===== src/rtl/pvn_pkg.sv =====
// ----------------------------------------------------------------------------
// pvn_pkg
// Shared types, constants and helpers of the periodic value noise texel block.
// ----------------------------------------------------------------------------
package pvn_pkg;

    // default sizes
    localparam int MAX_SIZE_DEF        = 4096;
    localparam int FISSURE_OCT_DEF     = 4;
    localparam int GRAIN_OCT_DEF       = 2;

    // fixed-point formats: coordinates 24.16, fractions 0.16
    localparam int CW = 40;
    localparam int DW = 24;
    localparam int FW = 16;

    // pipeline depths
    localparam int CHAIN_LEN = DW;
    localparam int POST_LAT  = 7;
    localparam int OCT_LAT   = CHAIN_LEN + POST_LAT;
    localparam int LAYER_LAT = 2;

    // configuration register indexes
    localparam int          CFG_IDX_W           = 2;
    localparam int          CFG_DATA_W          = 13;
    localparam logic [1:0]  CFG_TEXTURE_SIZE    = 2'd0;
    localparam logic [1:0]  CFG_PALETTE_VARIANT = 2'd1;
    localparam logic [12:0] TEX_SIZE_RST        = 13'd256;

    // hash multipliers
    localparam logic [31:0] HASH_A = 32'd374761393;
    localparam logic [31:0] HASH_B = 32'd668265263;
    localparam logic [31:0] HASH_C = 32'd1274126177;

    // axis scales and offsets, 0.16 / 24.16
    localparam logic [15:0] K_012  = 16'd7864;
    localparam logic [15:0] K_003  = 16'd1966;
    localparam logic [15:0] K_HALF = 16'd32768;
    localparam logic [23:0] OFF_GX = 24'd2169242;
    localparam logic [23:0] OFF_GY = 24'd4712038;
    localparam logic [23:0] SEED_X = 24'd9771418;
    localparam logic [24:0] SEED_Y = 25'd17281843;

    // [palette][dark, mid, light][r, g, b], 0.16
    localparam logic [15:0] RAMP [4][3][3] = '{
        '{'{16'd6554,  16'd4588,  16'd2621},
          '{16'd13107, 16'd9175,  16'd5243},
          '{16'd20972, 16'd15073, 16'd9175}},
        '{'{16'd5898,  16'd5243,  16'd4588},
          '{16'd11141, 16'd9830,  16'd8520},
          '{16'd17695, 16'd15729, 16'd13763}},
        '{'{16'd8520,  16'd3932,  16'd1966},
          '{16'd17039, 16'd7864,  16'd3932},
          '{16'd24904, 16'd12452, 16'd7209}},
        '{'{16'd10486, 16'd9175,  16'd7864},
          '{16'd19661, 16'd17695, 16'd15073},
          '{16'd30147, 16'd27525, 16'd24248}}
    };

    typedef struct packed {
        logic [11:0] pixel_x;
        logic [11:0] pixel_y;
    } t_texel_in;

    typedef struct packed {
        logic [7:0] red;
        logic [7:0] green;
        logic [7:0] blue;
    } t_texel_out;

    // a -> b by s, truncated toward a
    function automatic logic [15:0] blend(input logic [15:0] a, input logic [15:0] b,
                                          input logic [15:0] s);
        logic        up;
        logic [15:0] diff;
        logic [31:0] prod;
        up   = (b >= a);
        diff = up ? (b - a) : (a - b);
        prod = s * diff;
        return up ? (a + prod[31:16]) : (a - prod[31:16]);
    endfunction

endpackage


===== src/rtl/pvn_layer.sv =====
// ----------------------------------------------------------------------------
// pvn_layer
// Weighted octave sum and normalization by 2^octaves - 1.
// ----------------------------------------------------------------------------
module pvn_layer #(
    parameter int OCTS = 4
) (
    input  logic                             i_clk,
    input  logic                             i_en,
    input  logic [OCTS-1:0][pvn_pkg::FW-1:0] i_noise,
    output logic [pvn_pkg::FW-1:0]           o_value
);
    import pvn_pkg::*;

    localparam int SUM_W = FW + OCTS;
    localparam int DIV   = (1 << OCTS) - 1;
    localparam int LG    = $clog2(DIV);
    localparam int SH    = SUM_W + LG;
    localparam int MW    = SUM_W + 1;
    // exact reciprocal for every sum below 2^SUM_W
    localparam longint unsigned MUL = ((64'd1 << SH) + DIV - 1) / DIV;

    logic [SUM_W-1:0]    n_sum, r_sum;
    logic [SUM_W+MW-1:0] w_prod;
    logic [FW-1:0]       r_value;

    always_comb begin
        n_sum = '0;
        for (int i = 0; i < OCTS; i++) begin
            n_sum = n_sum + (SUM_W'(i_noise[i]) << (OCTS - 1 - i));
        end
    end

    assign w_prod = r_sum * MW'(MUL);

    always_ff @(posedge i_clk) begin
        if (i_en) begin
            r_sum   <= n_sum;
            r_value <= w_prod[SH +: FW];
        end
    end

    assign o_value = r_value;

endmodule


===== config.mk =====
export PLATFORM = sky130hd
export DESIGN_NAME = pvn_layer
export DESIGN_NICKNAME = d
export VERILOG_FILES = /design/src/rtl/pvn_pkg.sv /design/src/rtl/pvn_layer.sv
export SDC_FILE = /design/constraint.sdc
export NUM_CORES = 1
export LEC_CHECK = 0
export BUFFER_PORTS_ARGS = -buffer_cell sky130_fd_sc_hd__buf_2
export CAP_MARGIN = 20
export CORE_MARGIN = 1
export CORE_UTILIZATION = 65
export CTS_CLUSTER_DIAMETER = 30
export DETAILED_ROUTE_END_ITERATION = 6
export HOLD_SLACK_MARGIN = 0.1
export PLACE_DENSITY = 0.94
export SETUP_SLACK_MARGIN = 0.05
export SLEW_MARGIN = 5
export SYNTH_ARGS = -nofsm -noshare
export SYNTH_HDL_FRONTEND = slang
export SYNTH_SLANG_ARGS = --single-unit

===== constraint.sdc =====
create_clock -name i_clk -period 8.8 [get_ports i_clk]
set_input_delay 0.88 -clock i_clk [delete_from_list [all_inputs] [get_ports i_clk]]
set_output_delay 0.88 -clock i_clk [all_outputs]
set_load 0.03 [all_outputs]

==> results of run 1 <==
through the flow:
| stage | utilization, % | setup WS [ns] | cells |
|---|---|---|---|
| after floorplan | - | 3.66 | 529 |
| after global placement | 73.6 | 3.47 | 718 |
| after detailed placement | 73.6 | 3.37 | 718 |
| after CTS | 74.5 | 3.33 | 726 |
| after global routing | 74.5 | 3.11 | 726 |
| final | 74.5 | 3.32 | 726 |
path summary, 6_finish.rpt:
path / cells past startpoint / slack, ns / start / to
setup reg to reg: 19 / 3.32 / r_sum[6] / o_value[15]
setup / recovery: 19 / 3.32 / r_sum[6] / o_value[15]
hold reg to reg: 4 / 1.27 / r_sum[19] / o_value[15]
hold / removal: 1 / 0.78 / i_noise[48] / r_sum[0]
sequential cells by signal, summed over array words and instances, names as in the netlist:
name	count
o_value	16
r_sum	20
placed cells by master, fill, tap and decap left out, types with 3 or more instances in the layout:
master	count
xor2_1	9
o21ai_0	13
a21oi_1	26
o21a_1	6
nand2_1	20
o21bai_1	5
nor3_1	4
ha_1	155
xnor2_1	22
nand3_1	8
nor2b_1	5
and2_1	3
and4_1	3
clkbuf_8	5
inv_1	78
buf_2	81
edfxtp_1	36
nor2_1	14
fa_1	63
a21o_1	14
nand4_1	3
o211ai_1	3
and3_1	3
a21o_2	3
cell usage after synthesis (all sizes together) (4+ instances only):
cell / count / area, sq um
and3: 4 / 26.3
nor2b: 6 / 40.0
xnor2: 22 / 193
o21a: 6 / 45.0
nand3: 8 / 40.0
ha: 155 / 1940
a21oi: 26 / 130
o21bai: 5 / 37.5
edfxtp: 36 / 1080
nand2: 20 / 75.1
nor2: 14 / 52.6
inv: 78 / 293
o211ai: 4 / 43.8
xor2: 9 / 78.8
a21o: 17 / 131
nor3: 5 / 30.0
nand4: 4 / 40.0
fa: 63 / 1260
o21ai: 14 / 73.8
final cells by class:
| type | instances | area share [%] |
|---|---|---|
| inverter | 78 | 4.48 |
| tap | 108 | 2.07 |
| clock buffer | 7 | 1.17 |
| clock inverter | 1 | 0.0575 |
| sequential | 36 | 16.5 |
| multi-input combinational | 415 | 69.5 |
| timing repair buffer | 81 | 6.21 |
logic make-up (layout without fill, tap and decap cells):
| logic type | after synthesis | count (layout) | share of synthesized area [%] |
|---|---|---|---|
| AO/OA/AOI/OAI | 92 | 92 | 11.1 |
| XOR/XNOR | 31 | 31 | 4.59 |
| flip-flops | 36 | 36 | 18.3 |
| adder cells (fa/ha/maj) | 218 | 218 | 54.1 |
| AND/OR/NAND/NOR | 73 | 73 | 6.79 |
| multiplexers | 1 | 1 | 0.169 |
| buffers and inverters | 78 | 167 | 4.95 |
per-layer routing:
metal | GRT usage, % | vias to the layer above
met3 | 3.09 | 46
met4 | 12.6 | 0
met2 | 55.8 | 178
met1 | 35.4 | 2173
met5 | 0 | -
li1 | - | 2055
worst register-to-register path, stage by stage (launching register included):
cell	delay, ns
edfxtp_1	0.44
ha_1	0.35
inv_1	0.06
fa_1	0.50
inv_1	0.07
fa_1	0.54
inv_1	0.07
fa_1	0.49
inv_1	0.04
ha_1	0.29
ha_1	0.32
ha_1	0.39
nand4_4	0.11
or4_4	0.51
nor4b_2	0.22
a311o_2	0.19
o31ai_4	0.12
o211ai_4	0.25
and4_1	0.23
nor3_2	0.05
==> results list, run 1 <==
- The run finished with clean final reports.
* Count of input and output buffers: roughly 80
- After detailed routing, the average wire length per cell comes to 18.9 microns.
- When the netlist entered floorplanning its net count stood at 813.
- Sink count of the clock tree: 36
- Final clock period utilization by the worst path: ~62%
- Flip-flop cell with the highest count after synthesis: edfxtp_1
- Entering global routing, the biggest net connects 37 pins.
- The worst setup path is of the reg -> reg kind.
- Buffering stage count on the worst path with inverters included: 4
- TritonCTS buffer count: 5
- Critical path endpoint category: flip-flop
- In this run, distinct cell masters in the synthesized netlist total between 50 and 60.
- Die boundary width: between 90 and 100 microns
- Post-route met1 wirelength: 5400 microns
- Maximum buffer depth of the clock tree: 2
- Cell class contributing the biggest share of worst-path delay: adder cells
* Summed negative setup slack over all endpoints: 0 ns
- The floorplan step set the die height to 97.4 microns.
* Via density: 6.13
* Sequence of cells on the critical path: ha_1, inv_1, fa_1, inv_1, fa_1, inv_1, fa_1, inv_1, ha_1, ha_1, ha_1, nand4_4, or4_4, nor4b_2, a311o_2, o31ai_4, o211ai_4, and4_1, nor3_2
- Largest stage delay on the critical path: approximately 0.54 ns
- The routed design uses 7150 microns of met2 wire.
- Final count of hold timing violations: 0
- Vias post-DR: 4,452
- The synthesized netlist occupies a cell area of just under 6000 sq um.
* FF+latch count, synth: 36
* Routed wire length on met3: ~610 microns
* Total congestion overflow: 0
- Highest achievable clock rate: 182 MHz
* Clock tree skew after final layout: 0.00612 ns
* Area of all placed cells without fillers: 6530 sq um
* Buffer count from post-CTS setup fixing: 0
- Wire length of the first global-routing pass: 22,600 microns
- Filler Cell Count: roughly 590
- Estimated wirelength of the detail-placed design: 11,000 microns
* Quantity of gates resized following cts: 0
* Register Area: 1080 sq um
- For the worst setup path, the data required time is 8.84 ns.
- Effective utilization at floorplan: 67.5%
* Fraction of final layout cells sized beyond drive strength 1: 16.3%
* Topmost layer with routed signal wires: met4
* # rows: 34
- The final layout contains 901 nets.
- In this run, the number of DRC markers left after iteration 0 of detailed routing was 165.
- Placer's final routability congestion estimate: between 0.8 and 0.9
* TritonCTS clock tree: built
- Setup repair after global routing left no endpoint under its margin.
- Clock-pin slew was measured on the worst setup and hold paths at around 0.080 ns.
* Number of global-route vias before repair: 4,756
- Layout overhead on the synthesized area: 10.5%
- The number of antenna violations at the first check in global routing was 0.
- Count of hold buffers inserted by post-cts repair: 0
- Min Hold Slack: 0.784 ns
- Synthesis handed over a netlist of 529 instances.
- Across every metal layer, demand over resource in global routing totals 30.1%.
- Root Driver: clkbuf_8
* Antenna Diode Count: 0
- Count of flip-flops with a built-in enable after synthesis: 36
* Register area share after synthesis: 18.3%
- The core region is 8760 sq um.
- Total number of yosys warnings: 0
- Max-cap violations in this run came to 0.
- Data on the critical path arrives at its endpoint at 5.53 ns.
- Critical Path Source Type: flip-flop
* I/O pins: 82
- Dpl cell area: ~6500 sq um
- Transition at the pin with the smallest max-transition slack: 0.874 ns
- After detailed routing, the total wire length is 13,700 microns.
* Setup Viol. Count Final: 0
* Headroom to the max-slew limit: 41.7%
* Detailed Routing Iterations Pass 1: 5
* Synthesized area per cell: 11.2 sq um
- For this run, design rule violations remaining after detail routing come to 0.
- At the later pin of the worst-skew pair, clock insertion delay measures approximately 0.29 ns.
- Async S/R FF share, synth: 0%
- Total area of multi-input combinational cells: 4540 sq um
- DIE AREA: 9480 sq um
* Master of the slowest instance on the critical path: fa_1
* Depth of the CTS H-tree: 2
- The detail route stage leaves a number of antenna-violating nets equal to 0.
- HP Class: in -> reg
- The max-slew violation count came to 0.
- Critical-path maximum fanout: 4
* Post-route minimum period: 5.48 ns
Power of run 1 is not shown: default switching activity piles up to over one toggle a cycle in this logic, so the estimate is an artifact.
==> run 2: changes to the inputs <==
- CORE_UTILIZATION: 65 -> 54
- PLACE_DENSITY: 0.94 -> 0.84
- clock period: 8.8 -> 4.7 ns (I/O delays scaled with it)
==> run 2 against run 1 <==
The flow now finishes with violations (negative setup slack). Non-clock buffer count rose by 61. Sequential cell count did not move. Hold slack got worse by 0.44 ns. Routed wire length fell by 1.0%. First-iteration DRC count did not move. Critical path type unchanged. Critical endpoint unchanged.
==> results list, run 2 (same netlist as run 1, synthesis figures left out) <==
- Critical Path Source Type: flip-flop (unchanged)
- Clk_lat worst skew: 0.30 ns (was 0.29 ns)
- Buffering stage count on the worst path with inverters included: 4 (unchanged)
- The initial cell density of the core came to 56.5% (was 67.5%).
- Status: finished with violations (was finished clean)
* Clock transition at the registers of the reported paths: 0.08 ns (about the same)
* Dpl cell area: 7080 sq um (was 6450 sq um)
* Final Routed Wirelength: 13,600 microns (was 13,700 microns)
- The detailed-routing iteration count for the pre-antenna-repair pass came to 4 (was 5).
- The count of maximum capacitance violations is 0 (unchanged).
- The largest stage delay on the critical path is 0.52 ns (was 0.54 ns).
- The number of hold-slack violations in the final timing report is 0 (unchanged).
- TritonCTS buffer count: 5 (unchanged)
- The number of global-route vias before repair was 4,864 (was 4,756).
- HP Class: in -> reg (unchanged)
* Overall die height: 107 microns (was 97.4 microns)
* Violated checks: negative setup slack
- The CTS tree is built (unchanged).
- Antenna violations before repair: 0 (unchanged)
* Antenna Diode Count: 0 (unchanged)
- The number of buffers inserted by hold repair at cts came to 0 (unchanged).
* Max reg flops: 20 (unchanged)
- # rows: 37 (was 34)
- The global router's overall resource usage came to 25.1% (was 30.1%).
* Setup Viol. Count Final: 14 (was 0)
- The ratio of final minimum period to clock period came to 108% (was 62.3%).
- The maximum clock path buffer count came to 2 (unchanged).
* Cell class contributing the biggest share of worst-path delay: adder cells (unchanged)
- The number of sinks on the clock net was 36 (unchanged).
* WP data arrival: 5.10 ns (was 5.53 ns)
- Total congestion overflow: 0 (unchanged)
- Master of the slowest instance on the critical path: fa_1 (unchanged)
- Detail-routed net length per standard cell: 16.7 microns (was 18.9 microns)
- The relative slew slack came to 43.0% (was 41.7%).
- The final setup slack of the worst path came to -0.358 ns (was 3.32 ns).
- The fraction of layout instances using a drive strength above 1 was 30.3% (was 16.3%).
- The half-perimeter wire length of the detailed placement result was 11,500 microns (was 11,000 microns).
* Area of all placed cells without fillers: 7460 sq um (was 6530 sq um)
- Post-route minimum period: 5.06 ns (was 5.48 ns)
- The number of levels the H-tree was split into came to 2 (unchanged).
- Most common cell after layout, fill and taps aside: ha_1 (unchanged)
* Area of the core: 10,500 sq um (was 8760 sq um)
* Clock tree skew after final layout: 0.0134 ns (was 0.00612 ns)
- Summed negative setup slack over all endpoints: -3.55 ns (was 0 ns)
- Layout overhead on the synthesized area: 26.2% (was 10.5%)
- The actual slew at the worst max-slew pin came to 0.855 ns (was 0.874 ns).
* Post-Route Utilization: 71.3% (was 74.5%)
- The top register by number of flip-flops was r_sum (unchanged).
* Critical path endpoint category: flip-flop (unchanged)
- Largest net degree at the start of global routing: 37 (unchanged)
* Data required time of the worst path: 4.74 ns (was 8.84 ns)
* I/O pins: 82 (unchanged)
* DIE AREA: 11,400 sq um (was 9480 sq um)
* Starting DRT DRC Count: 165 (unchanged)
- RSZ-0062 raised after global routing: true (was false)
- Drc violations: 0 (unchanged)
* Number of antenna-violating nets in the routed design: 0 (unchanged)
- Die boundary width: 107 microns (was 97.4 microns)
- The first-pass GRT wire length came to 21,900 microns (was 22,600 microns).
- Setup Crit Path Kind: reg -> reg (unchanged)
- Count of nets after finishing: 962 (was 901)
- Sequence of cells on the critical path: ha_4, inv_2, fa_1, inv_2, fa_1, inv_2, fa_1, inv_2, ha_4, ha_4, ha_4, nand4_4, or4_4, nor4b_4, a311o_2, o31ai_4, o211ai_4, and4_1, nor3_2 (was ha_1, inv_1, fa_1, inv_1, fa_1, inv_1, fa_1, inv_1, ha_1, ha_1, ha_1, nand4_4, or4_4, nor4b_2, a311o_2, o31ai_4, o211ai_4, and4_1, nor3_2).
* Via density: 5.52 (was 6.13)
- The upper clock frequency limit came to 198 MHz (was 182 MHz).
* Root Driver: clkbuf_8 (unchanged)
- Count of input and output buffers: 81 (unchanged)
- The routability congestion estimate is 0.940 (was 0.875).
* Max Slew Vio Count: 0 (unchanged)
* Critical-path maximum fanout: 4 (unchanged)
* Commonest non-fill, non-tap cells in the layout: ha_1, buf_2, inv_1 (unchanged)
* Vias post-DR: 4,500 (was 4,452)
[run 2: cell count changes in the layout (fill, tap and decap cells not counted), sizes merged]
cell    before  now
buf         81  142
bufinv       0    1
clkbuf       7    6
[run 2: per-layer routing]
metal	wire length (microns)	vias up	global-route usage, %
li1	-	2172	-
met4	469	0	11.2
met5	0	-	0
met1	5500	2184	29.2
met3	440	34	3.59
met2	7170	110	45.6
[run 2: area by class of cell]
class                      instances  area, sq um
fill                             778         3000
multi-input combinational        415         4930
timing repair buffer             142          875
clock inverter                     2         35.0
clock buffer                       6         72.6
inverter                          78          293
tap                              136          170
sequential                        36         1080
[run 2: path summary, 6_finish.rpt]
check	start	endpoint	slack (ns)	cells past startpoint
setup / recovery	r_sum[6]	o_value[15]	-0.36	19
hold / removal	i_noise[48]	r_sum[0]	0.34	1
setup reg to reg	r_sum[6]	o_value[15]	-0.36	19
hold reg to reg	r_sum[19]	o_value[15]	1.20	5
[run 2: per-stage QoR]
| step | setup WS, ns | hold slack [ns] | instances |
|---|---|---|---|
| finish | -0.358 | 0.343 | 815 |
| global route | -0.501 | 0.328 | 815 |
| CTS | -0.363 | 0.337 | 809 |
| detailed placement | -0.405 | 0.657 | 792 |
| global placement | -0.219 | 0.657 | 792 |
| floorplan | -0.0868 | 0.569 | 529 |
[run 2: what timing repair did]
action / CTS / global route
endpoints found under the setup margin: 15 / 16
resized for setup: 12 / 14
pin swaps: 23 / 15
buffers inserted: 9 / 6
Power of run 2 is left out for the same reason.
==> run 3: changes to the inputs <==
- CTS_BUF_LIST: not set -> sky130_fd_sc_hd__clkbuf_16
==> run 3 against run 2 <==
Clock skew down 0.0069 ns. Sequential cell count unchanged. Hold slack better by 0.018 ns. The flow still finishes with violations (negative setup slack). Die area unchanged. Cell count unchanged. Core utilization is 1.2 points higher. Non-clock buffer count did not move. First-iteration DRC count grew 7.3%. Register-to-register slack barely moved. Fmax is 0.12% lower. Count of clock-buffer cells in the layout fell by 1. Routed wire length grew 0.81%.
==> results list, run 3 (same netlist as run 1, synthesis figures left out) <==
- The number of antenna violations at the first check in global routing was 0 (unchanged).
* Maximum buffer depth of the clock tree: 2 (unchanged)
- Fraction of final layout cells sized beyond drive strength 1: 31.7% (was 30.3%)
- The post-detailed-route wirelength per cell came to 16.8 microns (was 16.7 microns).
* RSZ-0062 raised after global routing: true (unchanged)
- Antenna Diode Count: 0 (unchanged)
- Master of the slowest instance on the critical path: fa_1 (unchanged)
- The minimum clock period is 5.06 ns (about the same).
- WP data arrival: 5.09 ns (was 5.10 ns)
- # rows: 37 (unchanged)
* Max Slew Vio Count: 0 (unchanged)
- The worst hold slack across all endpoints came to 0.360 ns (was 0.343 ns).
- Clock tree skew after final layout: 0.00646 ns (was 0.0134 ns)
- Depth of the CTS H-tree: 2 (unchanged)
* Count of nets after finishing: 962 (unchanged)
* Layout overhead on the synthesized area: 28.3% (was 26.2%)
- Number of global-route vias before repair: 4,838 (was 4,864)
- The number of flip-flops under the largest register name came to 20 (unchanged).
- Count of hold buffers inserted by post-cts repair: 0 (unchanged)
* Highest achievable clock rate: 197 MHz (was 198 MHz)
* Filler Cell Count: 750 (was 778)
- Reported max-cap violation count: 0 (unchanged)
- The number of input and output port buffers inserted is 81 (unchanged).
- Overall Global Routing Usage: 25.2% (was 25.1%)
* Area of the core: 10,500 sq um (unchanged)
- The number of sinks on the clock net is 36 (unchanged).
- The post-route antenna net violation count came to 0 (unchanged).
- The clock-pin transition on the worst setup and hold timing paths is 0.06 ns (was 0.08 ns).
* Violated checks: negative setup slack (unchanged)
* Critical path endpoint category: flip-flop (unchanged)
- The top register by number of flip-flops is r_sum (unchanged).
- Drc violations: 0 (unchanged)
* Worst setup slack after layout: -0.364 ns (was -0.358 ns)
- Setup Crit Path Kind: reg -> reg (unchanged)
* Clk_lat worst skew: 0.29 ns (was 0.30 ns)
- Via density: 5.52 (about the same)
* Critical-path maximum fanout: 4 (unchanged)
* Largest net degree at the start of global routing: 37 (unchanged)
- Transition at the pin with the smallest max-transition slack: 0.849 ns (was 0.855 ns)
- The total CTS buffers was 5 (unchanged).
- Overall die height: 107 microns (unchanged)
* I/O pins: 82 (unchanged)
- Headroom to the max-slew limit: 43.4% (was 43.0%)
- HP Class: in -> reg (unchanged)
- The cell chosen for the clock root is clkbuf_16 (was clkbuf_8).
- Status: finished with violations (unchanged)
- Wire length of the first global-routing pass: 22,100 microns (was 21,900 microns)
- The number of hold-slack violations in the final timing report was 0 (unchanged).
- The most common cell after layout, fill and taps aside is ha_1 (unchanged).
* Estimated wirelength of the detail-placed design: 11,500 microns (unchanged)
- Placer's final routability congestion estimate: 0.940 (unchanged)
- Setup Viol. Count Final: 14 (unchanged)
- The data required time of the worst path is 4.73 ns (was 4.74 ns).
- Critical Path Source Type: flip-flop (unchanged)
- Effective utilization at floorplan: 56.5% (unchanged)
* Largest stage delay on the critical path: 0.52 ns (about the same)
- Commonest non-fill, non-tap cells in the layout: ha_1, buf_2, inv_1 (unchanged)
- Post-placement setup slack: -0.405 ns (unchanged)
* Vias post-DR: 4,495 (was 4,500)
- Starting DRT DRC Count: 177 (was 165)
* DIE AREA: 11,400 sq um (unchanged)
* Final clock period utilization by the worst path: 108% (about the same)
* Sequence of cells on the critical path: ha_4, inv_2, fa_1, inv_2, fa_1, inv_2, fa_1, inv_2, ha_4, ha_4, ha_4, nand4_4, or4_4, nor4b_4, a311o_2, o31ai_4, o211ai_4, and4_1, nor3_2 (unchanged)
- Detailed Routing Iterations Pass 1: 4 (unchanged)
* Total congestion overflow: 0 (unchanged)
- The total detailed-routing wirelength was 13,700 microns (was 13,600 microns).
* Die boundary width: 107 microns (unchanged)
- TritonCTS clock tree: built (unchanged)
- The share of the core filled with cells came to 72.5% (was 71.3%).
-- run 3: changes by cell type in the layout (fill, tap and decap cells not counted), sizes merged --
| cell | previous run | this run |
|---|---|---|
| clkbuf | 6 | 5 |
| inv | 78 | 79 |
-- run 3: worst paths after layout --
| kind | from | end | slack, ns | depth (start not counted) |
|---|---|---|---|---|
| worst max-delay path | r_sum[6] | o_value[15] | -0.36 | 19 |
| worst min-delay path | i_noise[48] | r_sum[0] | 0.36 | 1 |
| worst max register to register | r_sum[6] | o_value[15] | -0.36 | 19 |
| worst min register to register | r_sum[19] | o_value[15] | 1.20 | 5 |
-- run 3: repair_timing --
action	CTS	global route
gates resized for setup	13	24
endpoints found under the setup margin	15	16
setup buffers	9	6
pin swaps	24	20
-- run 3: layout make-up --
class                           count  area, sq um  area share (%)
Tap cell                          136          170            2.24
Sequential cell                    36         1080            14.3
Clock inverter                      3         38.8           0.511
Multi-Input combinational cell    415         4990            65.8
Inverter                           78          293            3.86
Clock buffer                        5          125            1.65
Timing Repair Buffer              142          882            11.6
-- run 3: worst max-delay path, delay by kind of cell, from the launching register on --
family                   cells  cell delay (ns)
adder cells (fa/ha/maj)      7             2.57
AND/OR/NAND/NOR              5             1.04
AO/OA/AOI/OAI                3             0.53
buffers and inverters        4             0.17
flip-flops                   1             0.46
-- run 3: stage by stage --
stage	TNS, ns	instances	area [sq um]
floorplan	-0.133	529	6160
global placement	-1.84	792	7080
detailed placement	-3.16	792	7080
CTS	-2.66	809	7380
global route	-5.30	815	7580
finish	-3.70	815	7580
-- run 3: metal layers --
metal / vias up / share of wire (%) / track usage [%]
li1: 2175 / - / -
met1: 2181 / 41 / 29.9
met2: 110 / 52 / 46.0
met3: 29 / 3.9 / 3.59
met4: 0 / 3.1 / 9.78
met5: - / 0 / 0
Power of run 3 is left out for the same reason.
